File: config.mk
export PLATFORM = sky130hd
export DESIGN_NAME = bitmap_cell_row_decoder
export DESIGN_NICKNAME = d
export VERILOG_FILES = /design/src/design/bcrd_pkg.sv /design/src/design/bcrd_lane.sv /design/src/design/bcrd_merge.sv /design/src/design/bitmap_cell_row_decoder.sv
export VERILOG_INCLUDE_DIRS = /design/src /design/src/design
export SDC_FILE = /design/constraint.sdc
export NUM_CORES = 1
export LEC_CHECK = 0
export ABC_CLOCK_PERIOD_IN_PS = 8200
export BUFFER_PORTS_ARGS = -buffer_cell sky130_fd_sc_hd__clkbuf_2
export CAP_MARGIN = 5
export CORE_MARGIN = 4
export CORE_UTILIZATION = 35
export DETAILED_ROUTE_END_ITERATION = 10
export SYNTH_ARGS = -nofsm -noshare
export SYNTH_HDL_FRONTEND = slang
export SYNTH_HIERARCHICAL = 1
export SYNTH_SLANG_ARGS = --single-unit
File: constraint.sdc
create_clock -name clk_i -period 8.2 [get_ports clk_i]
set_input_delay 1.23 -clock clk_i [delete_from_list [all_inputs] [get_ports clk_i]]
set_output_delay 1.23 -clock clk_i [all_outputs]
set_load 0.05 [all_outputs]
File: src/design/bitmap_cell_row_decoder_macros.svh
// ---------------------------------------------------------------------------
// Assertion macros for the bitmap cell row decoder
// Concurrent checks clocked on clk_i, held off while rst_ni is low.
// ---------------------------------------------------------------------------
`ifndef BITMAP_CELL_ROW_DECODER_MACROS_SVH
`define BITMAP_CELL_ROW_DECODER_MACROS_SVH

`ifndef NO_ASSERTIONS

// pre in one cycle implies post in the next
`define BCRD_ASSERT_NEXT(lbl, pre, post) \
  lbl: assert property (@(posedge clk_i) disable iff (!rst_ni) (pre) |=> (post)) \
    else $error("bcrd: next-cycle check failed");

// pre implies post in the same cycle
`define BCRD_ASSERT_SAME(lbl, pre, post) \
  lbl: assert property (@(posedge clk_i) disable iff (!rst_ni) (pre) |-> (post)) \
    else $error("bcrd: same-cycle check failed");

`else

`define BCRD_ASSERT_NEXT(lbl, pre, post)
`define BCRD_ASSERT_SAME(lbl, pre, post)

`endif

`endif

File: src/design/bcrd_pkg.sv
// ---------------------------------------------------------------------------
// bcrd_pkg
// Types, constants and the palette ROM of the bitmap cell row decoder.
// ---------------------------------------------------------------------------
`default_nettype none

package bcrd_pkg;

  localparam int unsigned NumPixels = 8;
  localparam int unsigned NumCodes  = 4;
  localparam int unsigned PalIdxW   = 4;
  localparam int unsigned RgbW      = 24;
  localparam int unsigned ByteW     = 8;
  localparam int unsigned CodeW     = 2;
  localparam int unsigned CfgIdxW   = 1;

  typedef logic [PalIdxW-1:0] pal_idx_t;
  typedef logic [RgbW-1:0]    rgb_t;
  typedef logic [CodeW-1:0]   code_t;

  // configuration register indexes
  typedef enum logic [CfgIdxW-1:0] {
    CFG_MULTICOLOR_MODE  = 1'b0,
    CFG_BACKGROUND_COLOR = 1'b1
  } cfg_idx_e;

  // palette index chosen by each pixel code, shared by all lanes
  typedef struct packed {
    pal_idx_t [NumCodes-1:0] idx;
  } sel_set_t;

  // gray levels
  localparam logic [7:0] GrayBlack = 8'd0;
  localparam logic [7:0] GrayWhite = 8'd255;
  localparam logic [7:0] GrayDark  = 8'd51;
  localparam logic [7:0] GrayMid   = 8'd119;
  localparam logic [7:0] GrayLight = 8'd187;

  // colored palette entries
  localparam rgb_t PalRed        = {8'd136, 8'd0,   8'd0};
  localparam rgb_t PalCyan       = {8'd170, 8'd255, 8'd238};
  localparam rgb_t PalPurple     = {8'd204, 8'd68,  8'd204};
  localparam rgb_t PalGreen      = {8'd0,   8'd204, 8'd85};
  localparam rgb_t PalBlue       = {8'd0,   8'd0,   8'd170};
  localparam rgb_t PalYellow     = {8'd238, 8'd238, 8'd119};
  localparam rgb_t PalOrange     = {8'd221, 8'd136, 8'd85};
  localparam rgb_t PalBrown      = {8'd102, 8'd68,  8'd0};
  localparam rgb_t PalLightRed   = {8'd255, 8'd119, 8'd119};
  localparam rgb_t PalLightGreen = {8'd170, 8'd255, 8'd102};
  localparam rgb_t PalLightBlue  = {8'd0,   8'd136, 8'd255};

  localparam pal_idx_t NibbleMask = 4'hf;

  function automatic rgb_t pal_lookup(input pal_idx_t idx);
    rgb_t rgb;
    unique case (idx)
      4'd0:    rgb = {GrayBlack, GrayBlack, GrayBlack};
      4'd1:    rgb = {GrayWhite, GrayWhite, GrayWhite};
      4'd2:    rgb = PalRed;
      4'd3:    rgb = PalCyan;
      4'd4:    rgb = PalPurple;
      4'd5:    rgb = PalGreen;
      4'd6:    rgb = PalBlue;
      4'd7:    rgb = PalYellow;
      4'd8:    rgb = PalOrange;
      4'd9:    rgb = PalBrown;
      4'd10:   rgb = PalLightRed;
      4'd11:   rgb = {GrayDark, GrayDark, GrayDark};
      4'd12:   rgb = {GrayMid, GrayMid, GrayMid};
      4'd13:   rgb = PalLightGreen;
      4'd14:   rgb = PalLightBlue;
      4'd15:   rgb = {GrayLight, GrayLight, GrayLight};
      default: rgb = '0;
    endcase
    return rgb;
  endfunction

endpackage

`default_nettype wire

File: src/design/bcrd_lane.sv
// ---------------------------------------------------------------------------
// bcrd_lane
// One pixel lane: maps a pixel code to a palette index and looks up its RGB.
// ---------------------------------------------------------------------------
`default_nettype none

module bcrd_lane (
  input  var bcrd_pkg::sel_set_t sel_i,
  input  var bcrd_pkg::code_t    code_i,
  output bcrd_pkg::rgb_t         rgb_o
);

  bcrd_pkg::pal_idx_t idx;

  always_comb begin
    idx   = sel_i.idx[code_i] & bcrd_pkg::NibbleMask;
    rgb_o = bcrd_pkg::pal_lookup(idx);
  end

endmodule

`default_nettype wire

File: src/design/bcrd_merge.sv
// ---------------------------------------------------------------------------
// bcrd_merge
// Collects the eight lane colors into the output row register and strobe.
// ---------------------------------------------------------------------------
`default_nettype none

module bcrd_merge (
  input  var logic                                   clk_i,
  input  var logic                                   rst_ni,
  input  var logic                                   accept_i,
  input  var bcrd_pkg::rgb_t [bcrd_pkg::NumPixels-1:0] lane_rgb_i,
  output logic                                       done_o,
  output bcrd_pkg::rgb_t [bcrd_pkg::NumPixels-1:0]   row_rgb_o
);

  logic                                     done_q;
  bcrd_pkg::rgb_t [bcrd_pkg::NumPixels-1:0] row_d, row_q;

  always_comb begin
    row_d = row_q;
    if (accept_i) begin
      row_d = lane_rgb_i;
    end
  end

  always_ff @(posedge clk_i or negedge rst_ni) begin
    if (!rst_ni) begin
      done_q <= 1'b0;
    end else begin
      done_q <= accept_i;
    end
  end

  always_ff @(posedge clk_i) begin
    row_q <= row_d;
  end

  assign done_o    = done_q;
  assign row_rgb_o = row_q;

endmodule

`default_nettype wire

File: src/design/bitmap_cell_row_decoder.sv
// ---------------------------------------------------------------------------
// bitmap_cell_row_decoder
// One cell bitmap row in, eight palette RGB pixels out.
// ---------------------------------------------------------------------------
// A transaction is taken whenever start_i is high; busy_o stays low, so a new
// row can enter every cycle. The eight pixels of a row appear in the cycle after
// it is taken, with done_o high for exactly that cycle; there is no way to
// stall them, so the receiver must capture them then. Latency is the single
// output register behind eight parallel palette lanes. Configuration writes
// are always ready and belong in idle periods only.
`default_nettype none

`include "bitmap_cell_row_decoder_macros.svh"

module bitmap_cell_row_decoder (
  input  var logic                              clk_i,
  input  var logic                              rst_ni,
  input  var logic                              start_i,
  output logic                                  busy_o,
  input  var logic [bcrd_pkg::ByteW-1:0]        bitmap_byte_i,
  input  var logic [bcrd_pkg::ByteW-1:0]        screen_byte_i,
  input  var logic [bcrd_pkg::ByteW-1:0]        color_byte_i,
  input  var logic                              cfg_valid_i,
  output logic                                  cfg_ready_o,
  input  var logic [bcrd_pkg::CfgIdxW-1:0]      cfg_index_i,
  input  var logic [bcrd_pkg::PalIdxW-1:0]      cfg_data_i,
  output logic                                  done_o,
  output bcrd_pkg::rgb_t                        pixel0_rgb_o,
  output bcrd_pkg::rgb_t                        pixel1_rgb_o,
  output bcrd_pkg::rgb_t                        pixel2_rgb_o,
  output bcrd_pkg::rgb_t                        pixel3_rgb_o,
  output bcrd_pkg::rgb_t                        pixel4_rgb_o,
  output bcrd_pkg::rgb_t                        pixel5_rgb_o,
  output bcrd_pkg::rgb_t                        pixel6_rgb_o,
  output bcrd_pkg::rgb_t                        pixel7_rgb_o
);

  logic                 mode_d, mode_q;
  bcrd_pkg::pal_idx_t   bg_d, bg_q;
  logic                 accept;
  logic                 cfg_write;
  bcrd_pkg::sel_set_t   sel;

  bcrd_pkg::code_t [bcrd_pkg::NumPixels-1:0] code;
  bcrd_pkg::rgb_t  [bcrd_pkg::NumPixels-1:0] lane_rgb;
  bcrd_pkg::rgb_t  [bcrd_pkg::NumPixels-1:0] row_rgb;

  assign busy_o      = 1'b0;
  assign cfg_ready_o = 1'b1;
  assign accept      = start_i && !busy_o;
  assign cfg_write   = cfg_valid_i && cfg_ready_o;

  // configuration registers
  always_comb begin
    mode_d = mode_q;
    bg_d   = bg_q;
    if (cfg_write) begin
      unique case (bcrd_pkg::cfg_idx_e'(cfg_index_i))
        bcrd_pkg::CFG_MULTICOLOR_MODE:  mode_d = cfg_data_i[0];
        bcrd_pkg::CFG_BACKGROUND_COLOR: bg_d   = cfg_data_i;
        default: ;
      endcase
    end
  end

  always_ff @(posedge clk_i or negedge rst_ni) begin
    if (!rst_ni) begin
      mode_q <= 1'b0;
      bg_q   <= '0;
    end else begin
      mode_q <= mode_d;
      bg_q   <= bg_d;
    end
  end

  // palette index per code; hires only ever uses codes 0 and 1
  always_comb begin
    if (mode_q) begin
      sel.idx[0] = bg_q;
      sel.idx[1] = screen_byte_i[7:4];
      sel.idx[2] = screen_byte_i[3:0];
      sel.idx[3] = color_byte_i[3:0];
    end else begin
      sel.idx[0] = screen_byte_i[3:0];
      sel.idx[1] = screen_byte_i[7:4];
      sel.idx[2] = '0;
      sel.idx[3] = '0;
    end
  end

  // per-pixel codes: bit 7 is leftmost; multicolor pairs are double-wide
  for (genvar k = 0; k < bcrd_pkg::NumPixels; k++) begin : g_lane
    localparam int unsigned BitPos  = bcrd_pkg::NumPixels - 1 - k;
    localparam int unsigned PairPos = bcrd_pkg::NumPixels - 1 - 2 * (k / 2);

    always_comb begin
      if (mode_q) begin
        code[k] = bitmap_byte_i[PairPos -: 2];
      end else begin
        code[k] = {1'b0, bitmap_byte_i[BitPos]};
      end
    end

    bcrd_lane u_lane (
      .sel_i  (sel),
      .code_i (code[k]),
      .rgb_o  (lane_rgb[k])
    );
  end

  bcrd_merge u_merge (
    .clk_i      (clk_i),
    .rst_ni     (rst_ni),
    .accept_i   (accept),
    .lane_rgb_i (lane_rgb),
    .done_o     (done_o),
    .row_rgb_o  (row_rgb)
  );

  assign pixel0_rgb_o = row_rgb[0];
  assign pixel1_rgb_o = row_rgb[1];
  assign pixel2_rgb_o = row_rgb[2];
  assign pixel3_rgb_o = row_rgb[3];
  assign pixel4_rgb_o = row_rgb[4];
  assign pixel5_rgb_o = row_rgb[5];
  assign pixel6_rgb_o = row_rgb[6];
  assign pixel7_rgb_o = row_rgb[7];

  `BCRD_ASSERT_NEXT(a_done_follows_accept, accept, done_o)
  `BCRD_ASSERT_NEXT(a_no_spurious_done, !accept, !done_o)
  `BCRD_ASSERT_NEXT(a_blank_uniform, accept && bitmap_byte_i == '0, pixel0_rgb_o == pixel7_rgb_o)

endmodule

`default_nettype wire
==> results of run 1 <==
==> sequential cells by signal, indices dropped and copies added (netlist names) <==
signal,cells
bg_q,4
mode_q,1
u_merge/done_o,1
u_merge/row_rgb_o,192
==> area by class of cell <==
| class | instances | area, um^2 |
|---|---|---|
| Fill cell | 2952 | 19100 |
| Sequential cell | 198 | 5920 |
| Multi-Input combinational cell | 372 | 4090 |
| Timing Repair Buffer | 222 | 1120 |
| Tap cell | 402 | 503 |
| Clock buffer | 19 | 433 |
| Inverter | 57 | 214 |
| Clock inverter | 10 | 134 |
==> worst reg2reg max path, cell delays in order, from the launching register on <==
cell and delay [ns]:
dfrtp_1 0.78, mux2_2 0.48, mux4_1 0.72, inv_1 0.19, ha_1 0.34, inv_1 0.06
mux4_1 0.51
==> kinds of logic after synthesis <==
| logic type | after synthesis |
|---|---|
| flops | 198 |
| buf+inv | 190 |
| mux | 187 |
| fa+ha+maj | 64 |
| simple gates | 61 |
| compound gates | 41 |
| xor+xnor | 17 |
| other cells | 2 |
==> power breakdown <==
part | switching, mW | internal (mW)
Clock | 0.353 | 0.472
Combinational | 1.35 | 0.476
Sequential | 0.0694 | 1.46
==> final timing paths <==
path | from | to | slack (ns) | cells after the start
worst max-delay path | bitmap_byte_i[4] | u_merge/row_rgb_o[70] | 4.80 | 7
min in group asynchronous | rst_ni | u_merge/done_o | 0.61 | 1
worst max register to register | mode_q | u_merge/row_rgb_o[162] | 4.84 | 6
worst min-delay path | bg_q[3] | bg_q[3] | 0.52 | 1
max in group asynchronous | rst_ni | bg_q[3] | 7.42 | 1
worst min register to register | bg_q[3] | bg_q[3] | 0.52 | 1
==> per-stage QoR <==
step                      setup slack, ns  util [%]  area, um^2  hold WS, ns  instances
final                                4.80      39.3       12400        0.525       1280
after CTS                            4.83      39.3       12400        0.526       1280
after floorplan                      4.81         -       11200        0.482        760
after detailed placement             4.35      37.5       11800        0.510       1251
after global routing                 4.61      39.3       12400        0.546       1280
after global placement               4.37      37.5       11800        0.501       1251
==> routing by layer <==
layer / vias to the layer above / wire (um) / track usage (%)
li1: 2910 / - / -
met1: 2893 / 10100 / 16.3
met2: 162 / 9830 / 19.4
met3: 24 / 1860 / 5.97
met4: 2 / 297 / 3.75
met5: - / 13 / 0
==> Yosys cell counts (2+ instances only) <==
| library cell | count | area share [%] |
|---|---|---|
| conb_1 | 2 | 0.067 |
| a22oi_1 | 8 | 0.54 |
| mux2i_1 | 120 | 11 |
| inv_1 | 50 | 1.7 |
| edfxtp_1 | 192 | 51 |
| mux4_1 | 23 | 5.4 |
| dfrtp_1 | 6 | 1.3 |
| xor2_1 | 9 | 0.70 |
| and2_2 | 2 | 0.13 |
| o31ai_1 | 7 | 0.47 |
| clkinv_1 | 7 | 0.23 |
| xnor2_1 | 8 | 0.63 |
| buf_6 | 11 | 1.1 |
| and2_1 | 10 | 0.56 |
| mux4_2 | 17 | 3.4 |
| buf_2 | 23 | 1.0 |
| o21ai_0 | 10 | 0.45 |
| ha_1 | 64 | 7.2 |
| mux2_4 | 25 | 3.4 |
| nor2_1 | 23 | 0.77 |
| and2_0 | 7 | 0.39 |
| nand3_1 | 16 | 0.72 |
| a21oi_1 | 16 | 0.72 |
| buf_4 | 98 | 6.6 |
==> results.sh, run 1 <==
export IMPL_status="finished, final reports clean"
export IMPL_worst_path_buf_inv=3
export IMPL_mostFrequentLayoutCell="clkbuf_2"
export IMPL_synthSimpleGateAreaFrac_pct=2.71
export IMPL_initial_core_util_pct=35.5
export IMPL_core_rowCount=65
export IMPL_yosys_most_used_dff="edfxtp_1"
export IMPL_grt_overflow=0
export IMPL_synthMuxAreaShare_pct=23.1
export IMPL_crit_required_ns=8.36
export IMPL_ys_warn_count=6
export IMPL_finalSetupViolCount=0
export IMPL_fin_setup_tns_ns=0
export IMPL_post_cts_buffers=0
export IMPL_synth_xor_area_share_pct=1.33
export IMPL_coreArea_mm2=0.0316
export IMPL_powerDensity_mw_per_mm2=337
export IMPL_drc=0
export IMPL_synth_fa_ha_area_share_pct=7.15
export IMPL_root_buffer="clkbuf_16"
export IMPL_place_congestion=0.766
export IMPL_tritoncts="built"
export IMPL_crit_family="multiplexers"
export IMPL_p_leak_nw=5.31
export IMPL_cp_max_fo=14
export IMPL_syn_instance_count=760
export IMPL_max_slew_margin_pct=35.4
export IMPL_track_usage_pct=12.7
export IMPL_vias=5991
export IMPL_clockBufferDepth=2
export IMPL_worst_pin_slew_ns=0.969
export IMPL_finalNetCount=965
export IMPL_drt_iter0_drc=359
export IMPL_finalMaxSlewViolations=0
export IMPL_synth_top_family_by_area="multiplexers"
export IMPL_antenna_found_initial=1
export IMPL_async_reset_ff_share_pct=3.03
export IMPL_synth_distinct_cells=30
export IMPL_hp_class="reg -> reg"
export IMPL_ant_nets=0
export IMPL_hpwl_um=16000
export IMPL_finalPower_mw=4.18
export IMPL_port_buffers=221
export IMPL_viasPerCell=4.68
export IMPL_synth_avg_cell_area_um2=14.7
export IMPL_antenna_cells=0
export IMPL_grt_pass1_wl_um=35200
export IMPL_synth_edf_count=192
export IMPL_drt_pass1_iter_count=4
export IMPL_clk_latency_ns=0.44
export IMPL_clkSinkCount=198
export IMPL_synth_seq_cells=198
export IMPL_critPathLaunchType="input pin"
export IMPL_synth_fp_nets=857
export IMPL_clk_pin_slew_worst_paths_ns=0.07
export IMPL_post_cts_resized=0
export IMPL_die_y_um=187
export IMPL_cp_cell_sequence="clkbuf_2, mux2_4, mux4_1, inv_1, ha_1, inv_1, mux4_1"
export IMPL_cts_htree_levels=4
export IMPL_wl_per_cell_um=17.3
export IMPL_hold_viol=0
export IMPL_grt_max_degree=114
export IMPL_period_share_pct=41.4
export IMPL_most_common_layout_cells="clkbuf_2, edfxtp_1, mux2i_1"
export IMPL_max_freq_mhz=294
export IMPL_synth_compound_area_share_pct=2.17
export IMPL_criticalPathCategory="in -> reg"
export IMPL_ir_drop_v=0.000144
export IMPL_max_cap_violations=0
export IMPL_die_area_mm2=0.0349
export IMPL_area_growth_pct=10.8
export IMPL_cts_inserted_buffers=17
export IMPL_drive_above_1_share_pct=33.4
export IMPL_yosysSeqAreaShare_pct=52.8
export IMPL_cp_data_arrival_time_ns=3.56
export IMPL_finClkSkew_ns=0.0121
export IMPL_cp_slowest_cell="mux4_1"
export IMPL_die_w_um=187
export IMPL_finalCriticalPeriod_ns=3.40
export IMPL_synth_area_mm2=0.0112
export IMPL_rsz0062_at_grt="no"
export IMPL_io_pin_count=228
export IMPL_postCtsHoldBufs=0
export IMPL_routed_wl_um=22100
export IMPL_endpoint_kind="flop"
export IMPL_grt_pass1_vias=6190
export IMPL_critPathMaxStageDelay_ns=0.76
No activity file was read; power rests on OpenSTA's default activity.
==> run 2: changes to the inputs <==
--- a/config.mk
+++ b/config.mk
@@ -6,7 +6,7 @@
 export SDC_FILE = /design/constraint.sdc
 export NUM_CORES = 1
 export LEC_CHECK = 0
-export ABC_CLOCK_PERIOD_IN_PS = 8200
+export ABC_CLOCK_PERIOD_IN_PS = 3300
 export BUFFER_PORTS_ARGS = -buffer_cell sky130_fd_sc_hd__clkbuf_2
 export CAP_MARGIN = 5
 export CORE_MARGIN = 4
==> constraint.sdc (replaced) <==
create_clock -name clk_i -period 3.3 [get_ports clk_i]
set_input_delay 0.495 -clock clk_i [delete_from_list [all_inputs] [get_ports clk_i]]
set_output_delay 0.495 -clock clk_i [all_outputs]
set_load 0.05 [all_outputs]
==> run 2 against run 1 <==
Against the previous run: cell area increased by 1.1%; setup slack got worse by 4.4 ns; worst hold slack got worse by 0.24 ns; count of clock-buffer cells in the layout decreased by 1; critical path depth decreased by 1; largest cell class unchanged.
==> results.sh, run 2 (same netlist as run 1, synthesis figures left out) <==
export IMPL_vias=6123
export IMPL_antenna_found_initial=1
export IMPL_clk_pin_slew_worst_paths_ns=0.07
export IMPL_fin_ws_ns=0.433
export IMPL_pre_cts_slack_ns=0.381
export IMPL_max_slew_margin_pct=57.7
export IMPL_most_common_layout_cells="clkbuf_2, edfxtp_1, mux2i_1"
export IMPL_powerDensity_mw_per_mm2=830
export IMPL_finalSetupViolCount=0
export IMPL_area_growth_pct=12.0
export IMPL_hp_class="in -> reg"
export IMPL_rsz0062_at_grt="no"
export IMPL_wl_per_cell_um=17.4
export IMPL_routed_wl_um=22600
export IMPL_die_w_um=187
export IMPL_die_area_mm2=0.0349
export IMPL_ant_nets=0
export IMPL_finalNetCount=980
export IMPL_status="finished, final reports clean"
export IMPL_worst_pin_slew_ns=0.634
export IMPL_grt_pass1_wl_um=35400
export IMPL_grt_max_degree=78
export IMPL_mostFrequentLayoutCell="clkbuf_2"
export IMPL_period_share_pct=86.9
export IMPL_clk_latency_ns=0.44
export IMPL_critPathLaunchType="flop"
export IMPL_cp_data_arrival_time_ns=3.04
export IMPL_max_freq_mhz=349
export IMPL_cts_htree_levels=4
export IMPL_drt_pass1_iter_count=4
export IMPL_clockBufferDepth=2
export IMPL_criticalPathCategory="reg -> reg"
export IMPL_core_rowCount=65
export IMPL_ir_drop_v=0.000373
export IMPL_post_cts_buffers=0
export IMPL_tritoncts="built"
export IMPL_drt_iter0_drc=267
export IMPL_cp_max_fo=10
export IMPL_hold_viol=0
export IMPL_antenna_cells=0
export IMPL_hpwl_um=16600
export IMPL_root_buffer="clkbuf_16"
export IMPL_max_cap_violations=0
export IMPL_track_usage_pct=12.9
export IMPL_ff2ff_path_depth=6
export IMPL_largest_reg_flops=192
export IMPL_grt_overflow=0
export IMPL_drc=0
export IMPL_rrSetupSlack_ns=0.43
export IMPL_port_buffers=221
export IMPL_finClkSkew_ns=0.00648
export IMPL_cts_inserted_buffers=17
export IMPL_post_cts_resized=0
export IMPL_viasPerCell=4.72
export IMPL_finalCriticalPeriod_ns=2.87
export IMPL_die_y_um=187
export IMPL_crit_required_ns=3.47
export IMPL_hold_path_depth=2
export IMPL_finalMaxSlewViolations=0
export IMPL_place_congestion=0.784
export IMPL_p_leak_nw=5.40
export IMPL_initial_core_util_pct=35.5
export IMPL_fin_setup_tns_ns=0
export IMPL_drive_above_1_share_pct=34.7
export IMPL_io_pin_count=228
export IMPL_grt_pass1_vias=6134
export IMPL_endpoint_kind="flop"
export IMPL_coreArea_mm2=0.0316
export IMPL_clkSinkCount=198
[run 2: report_power, final]
group	switching, mW	total (mW)	leakage [nW]	internal [mW]
Combinational	3.39	4.62	3.18	1.22
Sequential	0.163	3.78	1.95	3.61
Clock	0.906	2.02	0.278	1.11
[run 2: repair_timing]
action,CTS,global route
hold endpoints to repair,6,0
hold buffers,1,0
endpoints found under the setup margin,0,0
[run 2: final timing paths]
| kind | from | to |
|---|---|---|
| max | mode_q | u_merge/row_rgb_o[14] |
| max reg2reg | mode_q | u_merge/row_rgb_o[14] |
| min in group asynchronous | rst_ni | u_merge/done_o |
| min | cfg_data_i[2] | bg_q[2] |
| min reg2reg | bg_q[3] | bg_q[3] |
| max in group asynchronous | rst_ni | bg_q[3] |
[run 2: through the flow]
step           cells  cell area [um^2]  util (%)  hold WS (ns)  total power, mW
2_1_floorplan    760             11200         -         0.199             8.08
3_3_place_gp    1265             12000      38.0         0.333             8.43
3_5_place_dp    1265             12000      38.0         0.337             8.50
4_1_cts         1296             12500      39.8         0.257             10.6
5_1_grt         1296             12500      39.8         0.273             11.0
6_report        1296             12500      39.8         0.288             10.4
[run 2: area by class of cell]
class                   count  area, um^2
multi-input cells         372        4090
inverters                  57         214
clock buffers              18         429
repair buffers            237        1260
flip-flops and latches    198        5920
fillers                  2964       19000
clock inverters            12         131
well taps                 402         503
[run 2: worst max-delay path: stages, from the launching register on]
cell     delay [ns]
dfrtp_1        0.37
buf_4          0.17
mux2_4         0.36
mux4_1         0.70
inv_1          0.24
ha_1           0.27
mux4_2         0.48
[run 2: per-layer routing]
layer  global-route usage, %  share of wire, %  vias to the layer above
li1                        -                 -                     2936
met1                    16.9                45                     2984
met2                    19.8                46                      182
met3                    5.11               8.2                       19
met4                    3.75               1.1                        2
met5                       0             0.058                        -
